### config.mk
export PLATFORM = sky130hd
export DESIGN_NAME = battery_monitor_frame_decoder_top_flat
export DESIGN_NICKNAME = d
export VERILOG_FILES = /design/src/bmfd_pkg.sv /design/src/bmfd_in_if.sv /design/src/bmfd_out_if.sv /design/src/bmfd_front.sv /design/src/bmfd_queue.sv /design/src/bmfd_back.sv /design/src/battery_monitor_frame_decoder_top.sv /design/src/flat_wrapper.sv
export VERILOG_INCLUDE_DIRS = /design/src /design/src/src
export SDC_FILE = /design/constraint.sdc
export NUM_CORES = 1
export LEC_CHECK = 0
export BUFFER_PORTS_ARGS = -buffer_cell sky130_fd_sc_hd__buf_2
export CORE_MARGIN = 4
export CORE_UTILIZATION = 58
export CTS_BUF_LIST = sky130_fd_sc_hd__clkbuf_16
export DETAILED_ROUTE_END_ITERATION = 6
export GPL_ROUTABILITY_DRIVEN = 0
export HOLD_SLACK_MARGIN = 0.08
export PLACE_DENSITY_LB_ADDON = 0.3
export SLEW_MARGIN = 5
export SYNTH_ARGS = -nofsm -noshare
export SYNTH_HDL_FRONTEND = slang
export SYNTH_SLANG_ARGS = --single-unit
### constraint.sdc
create_clock -name clk -period 11.35 [get_ports clk]
set_input_delay 2.27 -clock clk [delete_from_list [all_inputs] [get_ports clk]]
set_output_delay 2.27 -clock clk [all_outputs]
set_load 0.005 [all_outputs]
### src/battery_monitor_frame_decoder_top_defines.svh
`ifndef BATTERY_MONITOR_FRAME_DECODER_TOP_DEFINES_SVH
`define BATTERY_MONITOR_FRAME_DECODER_TOP_DEFINES_SVH

// same-cycle implication, clocked on clk, quiet in reset
`define BMFD_ASSERT_NOW(lbl, ante, cons, msg) \
  lbl: assert property (@(posedge clk) disable iff (!rst_n) (ante) |-> (cons)) else $error(msg);

// next-cycle implication
`define BMFD_ASSERT_NEXT(lbl, ante, cons, msg) \
  lbl: assert property (@(posedge clk) disable iff (!rst_n) (ante) |=> (cons)) else $error(msg);

`endif

### src/bmfd_pkg.sv
package bmfd_pkg;

  localparam logic [15:0] CRC_INIT = 16'hFFFF;
  localparam logic [15:0] CRC_POLY = 16'hA001;

  localparam logic [10:0] ID_BATT = 11'h100;
  localparam logic [10:0] ID_CAP  = 11'h101;
  localparam logic [10:0] ID_STAT = 11'h103;

  localparam logic [3:0] FULL_LEN = 4'd8;

  localparam int unsigned QDepth = 2;
  localparam int unsigned QPtrW  = $clog2(QDepth);
  localparam int unsigned QCntW  = $clog2(QDepth + 1);

  typedef enum logic [2:0] {
    ST_STORED    = 3'd0,
    ST_CRC_ERR   = 3'd1,
    ST_SHORT     = 3'd2,
    ST_UNKNOWN   = 3'd3,
    ST_PUBLISHED = 3'd4,
    ST_NOT_READY = 3'd5
  } status_t;

  typedef enum logic [1:0] {
    FID_BATT,
    FID_CAP,
    FID_STAT,
    FID_OTHER
  } fid_t;

  // classified frame, CRC run over bytes 0..2 already
  typedef struct packed {
    logic        is_pub;
    logic        is_short;
    fid_t        fid;
    logic [15:0] crc_part;
    logic [47:0] data;
    logic [15:0] check;
  } qent_t;

  typedef struct packed {
    logic full;
    logic empty;
  } qstat_t;

  function automatic logic [15:0] crc_byte(input logic [15:0] c, input logic [7:0] b);
    logic [15:0] r;
    r = c ^ {8'h00, b};
    for (int i = 0; i < 8; i++) begin
      r = r[0] ? ((r >> 1) ^ CRC_POLY) : (r >> 1);
    end
    return r;
  endfunction

endpackage

### src/bmfd_in_if.sv
interface bmfd_in_if;
  import bmfd_pkg::*;

  logic        valid;
  logic        ready;
  logic        command;
  logic [10:0] frame_id;
  logic [3:0]  data_length;
  logic [63:0] payload;

  modport source (output valid, command, frame_id, data_length, payload, input ready);
  modport sink (input valid, command, frame_id, data_length, payload, output ready);
endinterface

### src/bmfd_out_if.sv
interface bmfd_out_if;
  import bmfd_pkg::*;

  logic               valid;
  logic               ready;
  status_t            status;
  logic [15:0]        pack_voltage;
  logic signed [15:0] pack_current;
  logic [15:0]        remaining_charge;
  logic [15:0]        full_charge;
  logic [15:0]        state_of_charge;
  logic [15:0]        cycle_total;
  logic               charge_switch_on;
  logic               discharge_switch_on;
  logic [15:0]        firmware_version;
  logic               is_charging;

  modport source (
    output valid, status, pack_voltage, pack_current, remaining_charge, full_charge,
           state_of_charge, cycle_total, charge_switch_on, discharge_switch_on,
           firmware_version, is_charging,
    input  ready
  );
  modport sink (
    input  valid, status, pack_voltage, pack_current, remaining_charge, full_charge,
           state_of_charge, cycle_total, charge_switch_on, discharge_switch_on,
           firmware_version, is_charging,
    output ready
  );
endinterface

### src/bmfd_front.sv
module bmfd_front import bmfd_pkg::*; (
  bmfd_in_if.sink in_ch,
  input  qstat_t  q_stat,
  output logic    push,
  output qent_t   push_ent
);

  logic [15:0] crc0;
  logic [15:0] crc1;
  logic [15:0] crc2;
  fid_t        fid;

  assign in_ch.ready = !q_stat.full;
  assign push        = in_ch.valid && in_ch.ready;

  always_comb begin
    crc0 = crc_byte(CRC_INIT, in_ch.payload[63:56]);
    crc1 = crc_byte(crc0, in_ch.payload[55:48]);
    crc2 = crc_byte(crc1, in_ch.payload[47:40]);
  end

  always_comb begin
    case (in_ch.frame_id)
      ID_BATT: fid = FID_BATT;
      ID_CAP:  fid = FID_CAP;
      ID_STAT: fid = FID_STAT;
      default: fid = FID_OTHER;
    endcase
  end

  always_comb begin
    push_ent.is_pub   = in_ch.command;
    push_ent.is_short = in_ch.data_length < FULL_LEN;
    push_ent.fid      = fid;
    push_ent.crc_part = crc2;
    push_ent.data     = in_ch.payload[63:16];
    push_ent.check    = in_ch.payload[15:0];
  end

endmodule

### src/bmfd_queue.sv
module bmfd_queue import bmfd_pkg::*; (
  input  logic   clk,
  input  logic   rst_n,
  input  logic   push,
  input  qent_t  push_ent,
  input  logic   pop,
  output qent_t  head,
  output qstat_t q_stat
);

  qent_t            ent_r [QDepth];
  logic [QPtrW-1:0] wr_ptr_r;
  logic [QPtrW-1:0] rd_ptr_r;
  logic [QCntW-1:0] count_r;

  assign head         = ent_r[rd_ptr_r];
  assign q_stat.full  = count_r == QCntW'(QDepth);
  assign q_stat.empty = count_r == '0;

  always_ff @(posedge clk) begin
    if (push) begin
      ent_r[wr_ptr_r] <= push_ent;
    end
  end

  always_ff @(posedge clk) begin
    if (!rst_n) begin
      wr_ptr_r <= '0;
      rd_ptr_r <= '0;
      count_r  <= '0;
    end else begin
      if (push) begin
        wr_ptr_r <= (wr_ptr_r == QPtrW'(QDepth - 1)) ? '0 : wr_ptr_r + 1'b1;
      end
      if (pop) begin
        rd_ptr_r <= (rd_ptr_r == QPtrW'(QDepth - 1)) ? '0 : rd_ptr_r + 1'b1;
      end
      case ({push, pop})
        2'b10:   count_r <= count_r + 1'b1;
        2'b01:   count_r <= count_r - 1'b1;
        default: count_r <= count_r;
      endcase
    end
  end

endmodule

### src/bmfd_back.sv
module bmfd_back import bmfd_pkg::*; (
  input  logic   clk,
  input  logic   rst_n,
  input  qent_t  head,
  input  qstat_t q_stat,
  output logic   pop,
  bmfd_out_if.source out_ch
);

  logic [15:0] volt_r, volt_nxt;
  logic [15:0] curr_r, curr_nxt;
  logic [15:0] chg_r, chg_nxt;
  logic [15:0] full_r, full_nxt;
  logic [15:0] soc_r, soc_nxt;
  logic [15:0] cyc_r, cyc_nxt;
  logic [1:0]  sw_r, sw_nxt;
  logic [15:0] ver_r, ver_nxt;
  logic [2:0]  seen_r, seen_nxt;

  logic        out_valid_r;
  logic        load;
  logic [15:0] crc3, crc4, crc5;
  logic        crc_ok;

  status_t            res_status_r, res_status_nxt;
  logic [15:0]        res_volt_r, res_volt_nxt;
  logic signed [15:0] res_curr_r, res_curr_nxt;
  logic [15:0]        res_chg_r, res_chg_nxt;
  logic [15:0]        res_full_r, res_full_nxt;
  logic [15:0]        res_soc_r, res_soc_nxt;
  logic [15:0]        res_cyc_r, res_cyc_nxt;
  logic [1:0]         res_sw_r, res_sw_nxt;
  logic [15:0]        res_ver_r, res_ver_nxt;
  logic               res_chgng_r, res_chgng_nxt;

  assign load = !out_valid_r || out_ch.ready;
  assign pop  = !q_stat.empty && load;

  always_comb begin
    crc3   = crc_byte(head.crc_part, head.data[23:16]);
    crc4   = crc_byte(crc3, head.data[15:8]);
    crc5   = crc_byte(crc4, head.data[7:0]);
    crc_ok = crc5 == head.check;
  end

  always_comb begin
    volt_nxt = volt_r;
    curr_nxt = curr_r;
    chg_nxt  = chg_r;
    full_nxt = full_r;
    soc_nxt  = soc_r;
    cyc_nxt  = cyc_r;
    sw_nxt   = sw_r;
    ver_nxt  = ver_r;
    seen_nxt = seen_r;

    res_status_nxt = ST_STORED;
    res_volt_nxt   = '0;
    res_curr_nxt   = '0;
    res_chg_nxt    = '0;
    res_full_nxt   = '0;
    res_soc_nxt    = '0;
    res_cyc_nxt    = '0;
    res_sw_nxt     = '0;
    res_ver_nxt    = '0;
    res_chgng_nxt  = 1'b0;

    if (head.is_pub) begin
      if (seen_r[1:0] != 2'b11) begin
        res_status_nxt = ST_NOT_READY;
      end else begin
        res_status_nxt = ST_PUBLISHED;
        res_volt_nxt   = volt_r;
        res_curr_nxt   = curr_r;
        res_chg_nxt    = chg_r;
        res_full_nxt   = full_r;
        res_soc_nxt    = soc_r;
        res_cyc_nxt    = cyc_r;
        res_sw_nxt     = sw_r;
        res_ver_nxt    = ver_r;
        res_chgng_nxt  = !curr_r[15];
        seen_nxt       = '0;
      end
    end else if (head.is_short) begin
      res_status_nxt = ST_SHORT;
    end else if (!crc_ok) begin
      res_status_nxt = ST_CRC_ERR;
    end else begin
      case (head.fid)
        FID_BATT: begin
          volt_nxt    = head.data[47:32];
          curr_nxt    = head.data[31:16];
          chg_nxt     = head.data[15:0];
          seen_nxt[0] = 1'b1;
        end
        FID_CAP: begin
          full_nxt    = head.data[47:32];
          cyc_nxt     = head.data[31:16];
          soc_nxt     = head.data[15:0];
          seen_nxt[1] = 1'b1;
        end
        FID_STAT: begin
          sw_nxt      = head.data[33:32];
          ver_nxt     = head.data[15:0];
          seen_nxt[2] = 1'b1;
        end
        default: begin
          res_status_nxt = ST_UNKNOWN;
        end
      endcase
    end
  end

  always_ff @(posedge clk) begin
    if (!rst_n) begin
      volt_r      <= '0;
      curr_r      <= '0;
      chg_r       <= '0;
      full_r      <= '0;
      soc_r       <= '0;
      cyc_r       <= '0;
      sw_r        <= '0;
      ver_r       <= '0;
      seen_r      <= '0;
      out_valid_r <= 1'b0;
    end else begin
      if (load) begin
        out_valid_r <= pop;
      end
      if (pop) begin
        volt_r <= volt_nxt;
        curr_r <= curr_nxt;
        chg_r  <= chg_nxt;
        full_r <= full_nxt;
        soc_r  <= soc_nxt;
        cyc_r  <= cyc_nxt;
        sw_r   <= sw_nxt;
        ver_r  <= ver_nxt;
        seen_r <= seen_nxt;
      end
    end
  end

  always_ff @(posedge clk) begin
    if (pop) begin
      res_status_r <= res_status_nxt;
      res_volt_r   <= res_volt_nxt;
      res_curr_r   <= res_curr_nxt;
      res_chg_r    <= res_chg_nxt;
      res_full_r   <= res_full_nxt;
      res_soc_r    <= res_soc_nxt;
      res_cyc_r    <= res_cyc_nxt;
      res_sw_r     <= res_sw_nxt;
      res_ver_r    <= res_ver_nxt;
      res_chgng_r  <= res_chgng_nxt;
    end
  end

  assign out_ch.valid               = out_valid_r;
  assign out_ch.status              = res_status_r;
  assign out_ch.pack_voltage        = res_volt_r;
  assign out_ch.pack_current        = res_curr_r;
  assign out_ch.remaining_charge    = res_chg_r;
  assign out_ch.full_charge         = res_full_r;
  assign out_ch.state_of_charge     = res_soc_r;
  assign out_ch.cycle_total         = res_cyc_r;
  assign out_ch.charge_switch_on    = res_sw_r[0];
  assign out_ch.discharge_switch_on = res_sw_r[1];
  assign out_ch.firmware_version    = res_ver_r;
  assign out_ch.is_charging         = res_chgng_r;

endmodule

### src/battery_monitor_frame_decoder_top.sv
// channel | dir | handshake          | payload
// in_ch   | in  | valid/ready        | command, frame_id, data_length, payload
// out_ch  | out | valid/ready        | status and stored snapshot fields
//
// One transaction per cycle sustained while out_ch.ready stays high; a frame's result
// passes through the queue entry and then the output register, loaded when the output
// side is free (front CRC bytes 0-2, queue, back CRC bytes 3-5 and state update).
// Reset is synchronous, active low, and clears the stored fields and seen flags.
// A stalled output holds its transaction; the two-entry queue lowers in_ch.ready
// only once full.
`include "battery_monitor_frame_decoder_top_defines.svh"

module battery_monitor_frame_decoder_top import bmfd_pkg::*; (
  input logic clk,
  input logic rst_n,
  bmfd_in_if.sink    in_ch,
  bmfd_out_if.source out_ch
);

  logic   push;
  logic   pop;
  qent_t  push_ent;
  qent_t  head;
  qstat_t q_stat;

  bmfd_front u_front (
    .in_ch    (in_ch),
    .q_stat   (q_stat),
    .push     (push),
    .push_ent (push_ent)
  );

  bmfd_queue u_queue (
    .clk      (clk),
    .rst_n    (rst_n),
    .push     (push),
    .push_ent (push_ent),
    .pop      (pop),
    .head     (head),
    .q_stat   (q_stat)
  );

  bmfd_back u_back (
    .clk    (clk),
    .rst_n  (rst_n),
    .head   (head),
    .q_stat (q_stat),
    .pop    (pop),
    .out_ch (out_ch)
  );

  `BMFD_ASSERT_NOW(a_unpub_zero, out_ch.valid && out_ch.status != ST_PUBLISHED, out_ch.pack_voltage == '0 && out_ch.pack_current == '0 && out_ch.firmware_version == '0 && !out_ch.is_charging, "non-publish result carries data")
  `BMFD_ASSERT_NOW(a_charging_sign, out_ch.valid && out_ch.status == ST_PUBLISHED, out_ch.is_charging == !out_ch.pack_current[15], "is_charging disagrees with current sign")
  `BMFD_ASSERT_NEXT(a_queue_hold, push && !pop, !q_stat.empty, "queue lost a pushed transaction")

endmodule
### src/flat_wrapper.sv
// flat-port wrapper written by rule: the top's interface ports become plain ports
module battery_monitor_frame_decoder_top_flat import bmfd_pkg::*;
  (clk, rst_n, in_ch_valid, in_ch_command, in_ch_frame_id, in_ch_data_length, in_ch_payload, in_ch_ready, out_ch_valid, out_ch_status, out_ch_pack_voltage, out_ch_pack_current, out_ch_remaining_charge, out_ch_full_charge, out_ch_state_of_charge, out_ch_cycle_total, out_ch_charge_switch_on, out_ch_discharge_switch_on, out_ch_firmware_version, out_ch_is_charging, out_ch_ready);
  bmfd_in_if in_ch_i ();
  bmfd_out_if out_ch_i ();
  input logic clk;
  input logic rst_n;
  input wire logic [$bits(in_ch_i.valid)-1:0] in_ch_valid;
  input wire logic [$bits(in_ch_i.command)-1:0] in_ch_command;
  input wire logic [$bits(in_ch_i.frame_id)-1:0] in_ch_frame_id;
  input wire logic [$bits(in_ch_i.data_length)-1:0] in_ch_data_length;
  input wire logic [$bits(in_ch_i.payload)-1:0] in_ch_payload;
  output wire logic [$bits(in_ch_i.ready)-1:0] in_ch_ready;
  output wire logic [$bits(out_ch_i.valid)-1:0] out_ch_valid;
  output wire logic [$bits(out_ch_i.status)-1:0] out_ch_status;
  output wire logic [$bits(out_ch_i.pack_voltage)-1:0] out_ch_pack_voltage;
  output wire logic [$bits(out_ch_i.pack_current)-1:0] out_ch_pack_current;
  output wire logic [$bits(out_ch_i.remaining_charge)-1:0] out_ch_remaining_charge;
  output wire logic [$bits(out_ch_i.full_charge)-1:0] out_ch_full_charge;
  output wire logic [$bits(out_ch_i.state_of_charge)-1:0] out_ch_state_of_charge;
  output wire logic [$bits(out_ch_i.cycle_total)-1:0] out_ch_cycle_total;
  output wire logic [$bits(out_ch_i.charge_switch_on)-1:0] out_ch_charge_switch_on;
  output wire logic [$bits(out_ch_i.discharge_switch_on)-1:0] out_ch_discharge_switch_on;
  output wire logic [$bits(out_ch_i.firmware_version)-1:0] out_ch_firmware_version;
  output wire logic [$bits(out_ch_i.is_charging)-1:0] out_ch_is_charging;
  input wire logic [$bits(out_ch_i.ready)-1:0] out_ch_ready;
  assign in_ch_i.valid = in_ch_valid;
  assign in_ch_i.command = in_ch_command;
  assign in_ch_i.frame_id = in_ch_frame_id;
  assign in_ch_i.data_length = in_ch_data_length;
  assign in_ch_i.payload = in_ch_payload;
  assign in_ch_ready = in_ch_i.ready;
  assign out_ch_valid = out_ch_i.valid;
  assign out_ch_status = out_ch_i.status;
  assign out_ch_pack_voltage = out_ch_i.pack_voltage;
  assign out_ch_pack_current = out_ch_i.pack_current;
  assign out_ch_remaining_charge = out_ch_i.remaining_charge;
  assign out_ch_full_charge = out_ch_i.full_charge;
  assign out_ch_state_of_charge = out_ch_i.state_of_charge;
  assign out_ch_cycle_total = out_ch_i.cycle_total;
  assign out_ch_charge_switch_on = out_ch_i.charge_switch_on;
  assign out_ch_discharge_switch_on = out_ch_i.discharge_switch_on;
  assign out_ch_firmware_version = out_ch_i.firmware_version;
  assign out_ch_is_charging = out_ch_i.is_charging;
  assign out_ch_i.ready = out_ch_ready;
  battery_monitor_frame_decoder_top u_core (.clk(clk), .rst_n(rst_n), .in_ch(in_ch_i), .out_ch(out_ch_i));
endmodule
==> parameters.txt, run 1 <==
Parameter                              Value

Pwr
  Portion of total power attributed to sequential cells    37.0%
  Sw frac    36.7%
  Combinational Power Share    36.7%
  Worst IR Drop VDD    0.496 mV
  Fraction of power consumed by the clock network    26.3%
  Leakage power figure    6.90 nW
  Reported net switching power    0.00205 W
  Pint    0.00353 W
  Power per cell area    281 nW/um^2

Cells and area
  Register with the most flip-flops    u_core.u_queue.ent_r
  Growth of design area from synthesis to finish    15.4%
  Area taken by flip-flops and latches    11000 sq um
  Largest register FFs    168
  Multi-input gate area    5690 sq um
  Share of final-layout standard cells stronger than drive strength 1    23.8%
  Fill cells    2044
  Post-layout nets    1512

Logic synthesis
  Number of nets in the synthesized netlist    1365
  Biggest area consumer among synthesized cells    edfxtp_1
  Synth top area share    50.0%
  Commonest register cell after synthesis    edfxtp_1
  Register bit count reported by yosys    408
  Average size of a mapped cell    13.4 sq um
  Post-synth design cell area    17200 sq um
  Number of enable flip-flop cells after synthesis    286
  Fraction of registers with async set/reset    0%
  Largest cells by area after synthesis    edfxtp_1 50%, dfxtp_1 14%, o31ai_1 5.0%
  Yosys warning count    0
  Leading cell type by number of instances after synthesis    edfxtp_1
  Post-synthesis cell count    1280
  Most used standard cells in the synthesized netlist    286 x edfxtp_1, 122 x dfxtp_1, 117 x a21oi_1
  Post-synthesis sequential area ratio    64.2%
  Yosys cell types    41

Route
  Wire length after detailed routing    38.9 mm
  Number of DRC markers after the initial detailed-route iteration    1332
  Remaining antenna violation count after routing    0
  DR DRC count    0
  Number of vias per cell after detailed routing    5.94
  Avg WL per Cell    21.1 microns
  Vias post-DR    11000
  Number of detailed-route iterations in the first pass    5

Timing
  Post-route clock skew    0.0101 ns
  Final critical-path share of the clock period    46.0%
  Setup repair after global routing missed its margin    false
  Setup violation total in the final timing report    0
  Normalized max-slew margin    17.1%
  Count of endpoints failing hold in the final timing report    0
  Hold slack final    0.464 ns
  Time the final worst path needs with I/O delays and setup    5.22 ns
  Final TNS setup    0 ns
  Transition time at the pin with the least slew margin    1.24 ns
  Final setup slack of the worst path    6.13 ns
  Maximum clock frequency    192 MHz
  Fin. max-slew vios    0

Run
  Max-cap violation count    0

Floorplan
  Count of standard-cell rows    62
  Ports    204
  Initial standard-cell utilization of the core    59.3%
  Chip width    180 microns
  Full die area    32400 sq um
  Overall die height    180 microns
  Core outline area    28900 sq um

Place
  Number of buffer cells added on primary ports    200
  Dpl ws    6.28 ns
  Detailed-placement wirelength estimate    24.4 mm

Outcome
  Status    finished clean

Worst setup path
  Crit path required time    11.78 ns
  Arrival @ worst endpoint    5.66 ns
  Type of the worst setup path    reg -> reg
  Startpoint type of the worst setup path    register
  Critical path capture point type    register
  Largest driver fanout on the critical path    116

Clocking
  Resized Gates After CTS    0
  # H-tree levels    2
  Reg clk slew, reported paths    0.06 ns
  Clk buf depth    3
  Hold Buf Count CTS    0
  Clock latency on the worst-skew pair    0.53 ns
  Root cell of the clock tree    clkbuf_16
  CTS tree    yes
  Sinks on the clock net    408
  Number of buffers added for setup after CTS    0
  Clock buffers created by TritonCTS    41

GRT
  Global-route wire length before repair    59.7 mm
  Antenna violations before repair    11
  Total track usage    23.0%
  Grt ovf    0
  Largest net degree at the start of global routing    117
  Via count of the first global-routing pass    10500

Worst hold path
  Class of the most critical hold timing path    reg -> reg
==> area by class of cell <==
cell class / count / share of cell area [%]
Sequential cell: 408 / 55.7
Multi-Input combinational cell: 759 / 28.7
Timing Repair Buffer: 214 / 5.58
Clock buffer: 43 / 5.43
Tap cell: 384 / 2.42
Clock inverter: 33 / 2.08
Inverter: 3 / 0.0631
Antenna cell: 4 / 0.0505
==> cell usage in the layout, fill, tap and decap left out, types with 2 or more instances in the layout <==
cell / n
a21oi_1: 117
and2_1: 114
and3_1: 2
and3_4: 2
buf_2: 200
buf_4: 14
bufinv_16: 10
clkbuf_16: 43
clkinv_1: 7
clkinv_2: 8
clkinvlp_4: 2
dfxtp_1: 121
diode_2: 4
edfxtp_1: 286
inv_1: 7
mux2_2: 51
mux2i_1: 37
mux2i_4: 3
nand2_1: 10
nand3_1: 6
nand4_1: 116
nand4b_1: 2
nor2_1: 10
nor2_4: 2
nor2b_1: 3
nor3_1: 6
nor4_1: 2
o21ai_0: 3
o31ai_1: 114
or3_1: 2
xnor2_1: 76
xnor3_1: 7
xor2_1: 59
==> layer usage <==
metal	vias up	share of wire [%]	GRT usage (%)
met1	5294	41	32.9
met4	14	2.2	6.23
met3	70	9.8	5.49
li1	5115	-	-
met5	-	0.24	0
met2	486	47	35.9
==> kinds of logic (layout without fill, tap and decap cells) <==
logic type      Yosys count  count (layout)  share of synthesized area (%)
compound gates          237             237                           8.66
other cells               0               4                              0
mux                      92              92                           5.91
simple gates            286             286                           10.2
flops                   408             408                           64.2
fa+ha+maj                 1               1                         0.0728
buf+inv                 113             293                           2.99
xor+xnor                143             143                           7.94
==> path summary, 6_finish.rpt <==
kind | slack (ns) | end | depth (start not counted) | start
worst max-delay path | 6.13 | u_core.u_back.cyc_r[5] | 9 | register
worst min register to register | 0.46 | u_core.u_back.curr_r[8] | 2 | u_core.u_back.curr_r[8]
worst max register to register | 6.13 | u_core.u_back.cyc_r[5] | 9 | register
worst min-delay path | 0.46 | u_core.u_back.curr_r[8] | 2 | u_core.u_back.curr_r[8]
==> power by group through the flow <==
stage	registers, W	logic, W	clock network (W)
floorplan	0.00212	0.00151	0
global placement	0.00209	0.00200	0
detailed placement	0.00210	0.00202	0
global route	0.00209	0.00217	0.00156
finish	0.00206	0.00205	0.00146
CTS	0.00207	0.00203	0.00148
==> critical path, stage by stage (launching register included) <==
cell     delay (ns)
dfxtp_4        0.82
buf_4          0.66
mux2_2         0.50
xor3_1         0.53
xnor3_1        0.26
xnor3_1        0.49
mux2i_4        0.26
buf_4          0.87
nand4_1        0.34
a21oi_1        0.24
==> per-stage QoR <==
| stage | power [W] | cells | utilization (%) | cell area, sq um |
|---|---|---|---|---|
| floorplan | 0.00363 | 1280 | - | 17200 |
| global placement | 0.00409 | 1768 | 63.3 | 18300 |
| detailed placement | 0.00412 | 1768 | 63.3 | 18300 |
| CTS | 0.00558 | 1844 | 68.5 | 19800 |
| global route | 0.00582 | 1847 | 68.5 | 19800 |
| finish | 0.00558 | 1848 | 68.5 | 19800 |
Note: power is estimated with default switching activity, not from simulation.
==> run 2: changes to the inputs <==
--- a/config.mk
+++ b/config.mk
@@ -8,7 +8,7 @@
 export LEC_CHECK = 0
 export BUFFER_PORTS_ARGS = -buffer_cell sky130_fd_sc_hd__buf_2
 export CORE_MARGIN = 4
-export CORE_UTILIZATION = 58
+export CORE_UTILIZATION = 53
 export CTS_BUF_LIST = sky130_fd_sc_hd__clkbuf_16
 export DETAILED_ROUTE_END_ITERATION = 6
 export GPL_ROUTABILITY_DRIVEN = 0
==> constraint.sdc (replaced) <==
create_clock -name clk -period 4.8 [get_ports clk]
set_input_delay 0.96 -clock clk [delete_from_list [all_inputs] [get_ports clk]]
set_output_delay 0.96 -clock clk [all_outputs]
set_load 0.005 [all_outputs]
==> run 2 against run 1 <==
  * Non-clock buffer count rose by 11
  * Highest routed layer unchanged
  * Register-to-register slack got worse by 5.3 ns
  * Largest cell class unchanged
  * Combinational power grew 150%
  * Via count grew 0.17%
==> parameters.txt, run 2 (synthesized netlist as in run 1, its figures left out) <==
Parameter                              Value

Pwr
  Worst IR Drop VDD    1.27 mV
  Power per cell area    655 nW/um^2
  Leakage power figure    6.88 nW

GRT
  Global-route wire length before repair    60.5 mm
  GR met2 Demand/Resource    33.0%
  Antenna violations before repair    5
  Met1 global-route usage    31.9%
  Largest net degree at the start of global routing    98
  Routing usage on met3    3.69%
  Total track usage    21.5%
  Top Usage Layer GRT    met2
  Via count of the first global-routing pass    10600
  Grt ovf    0

Clocking
  Number of buffers added for setup after CTS    0
  Reg clk slew, reported paths    0.06 ns
  Sinks on the clock net    408
  Clock latency on the worst-skew pair    0.53 ns
  # H-tree levels    2
  Hold Buf Count CTS    0
  Root cell of the clock tree    clkbuf_16
  Clock buffers created by TritonCTS    42
  Resized Gates After CTS    0
  CTS tree    yes
  Clk buf depth    3

Cells and area
  Register with the most flip-flops    u_core.u_queue.ent_r
  Share of final-layout standard cells stronger than drive strength 1    23.8%
  Most common cell after layout, fill and taps aside    edfxtp_1
  Multi-input gate area    5690 sq um
  Highest-count cells in the layout ignoring fill and taps    286 x edfxtp_1, 200 x buf_2, 121 x dfxtp_1, 117 x a21oi_1, 116 x nand4_1
  Largest register FFs    168
  Post-layout nets    1524
  Area taken by flip-flops and latches    11000 sq um
  Growth of design area from synthesis to finish    15.4%
  Number of non-filler instances in the completed layout    1909
  Fill cells    2454

Timing
  Post-route clock skew    0.0181 ns
  Fin. max-slew vios    0
  Final TNS setup    0 ns
  Normalized max-slew margin    38.6%
  Final critical-path share of the clock period    83.0%
  Setup violation total in the final timing report    0
  Time the final worst path needs with I/O delays and setup    3.98 ns
  Hold slack final    0.465 ns
  Count of endpoints failing hold in the final timing report    0
  Transition time at the pin with the least slew margin    0.919 ns
  Setup repair after global routing missed its margin    false
  Maximum clock frequency    251 MHz

Route
  Vias post-DR    11000
  Remaining antenna violation count after routing    0
  Number of DRC markers after the initial detailed-route iteration    1285
  DR DRC count    0
  Avg WL per Cell    20.6 microns
  Wire length after detailed routing    39.3 mm
  Number of vias per cell after detailed routing    5.76
  Number of detailed-route iterations in the first pass    6

Worst setup path
  Critical path's most frequent cell    xnor3_1
  Arrival @ worst endpoint    4.36 ns
  Crit path max-delay cell type    dfxtp_4
  Largest driver fanout on the critical path    66
  Startpoint type of the worst setup path    register
  Cell chain of the critical path    buf_4 -> mux2i_1 -> xnor2_1 -> xnor3_1 -> xnor3_1 -> mux2_4 -> buf_12 -> o31ai_1 -> a21oi_1
  Type of the worst setup path    reg -> reg
  Worst path max stage delay    0.65 ns
  Crit path required time    5.18 ns
  Critical path capture point type    register

Worst hold path
  Class of the most critical hold timing path    reg -> reg
  Source of the worst hold timing path    u_core.u_back.curr_r[6]

Place
  Detailed-placement wirelength estimate    26.0 mm
  Number of placed instances, taps included    1830
  Number of buffer cells added on primary ports    200

Floorplan
  Full die area    35300 sq um
  Chip width    188 microns
  Core outline area    31800 sq um
  Overall die height    188 microns
  Ports    204
  Count of standard-cell rows    65
  Initial standard-cell utilization of the core    54.0%

Outcome
  Status    finished clean

Run
  Max-cap violation count    0
==> run 2: worst max-delay path, delay by kind of cell (launching register included) <==
kind | cells | cell delay, ns
xor+xnor | 3 | 1.06
mux | 2 | 1.02
buf+inv | 2 | 0.61
flops | 1 | 0.65
compound gates | 2 | 0.44
==> run 2: power by group <==
| group | leakage, nW | switching, W | internal [W] |
|---|---|---|---|
| clock | 0.655 | 0.00130 | 0.00175 |
| sequential | 3.70 | 0.000250 | 0.00461 |
| combinational | 2.52 | 0.00333 | 0.00174 |
| total | 6.88 | 0.00488 | 0.00811 |
==> run 2: stage by stage <==
stage	total power [W]	util [%]	instance area, sq um	worst slack [ns]
2_1_floorplan	0.00853	-	17200	0.320
3_3_place_gp	0.00987	58.2	18500	0.903
3_5_place_dp	0.00993	58.2	18500	0.833
4_1_cts	0.0130	62.3	19800	0.798
5_1_grt	0.0136	62.3	19800	0.667
6_report	0.0130	62.3	19800	0.818
==> run 2: worst paths after layout <==
path	to	slack, ns	depth (start not counted)
worst max-delay path	u_core.u_back.cyc_r[7]	0.82	9
worst min-delay path	u_core.u_back.curr_r[6]	0.47	2
worst max register to register	u_core.u_back.cyc_r[7]	0.82	9
worst min register to register	u_core.u_back.curr_r[6]	0.47	2
==> run 2: metal layers <==
metal	vias to the layer above	wire [microns]
li1	5137	-
met1	5335	17300
met2	454	17800
met3	66	3170
met4	6	1080
met5	-	30
==> run 2: area by class of cell <==
type,instances,share of cell area [%]
Inverter,3,0.0631
Antenna cell,2,0.0252
Timing Repair Buffer,225,6.25
Sequential cell,408,55.7
Multi-Input combinational cell,759,28.7
Clock buffer,42,5.30
Clock inverter,35,1.24
Tap cell,435,2.75
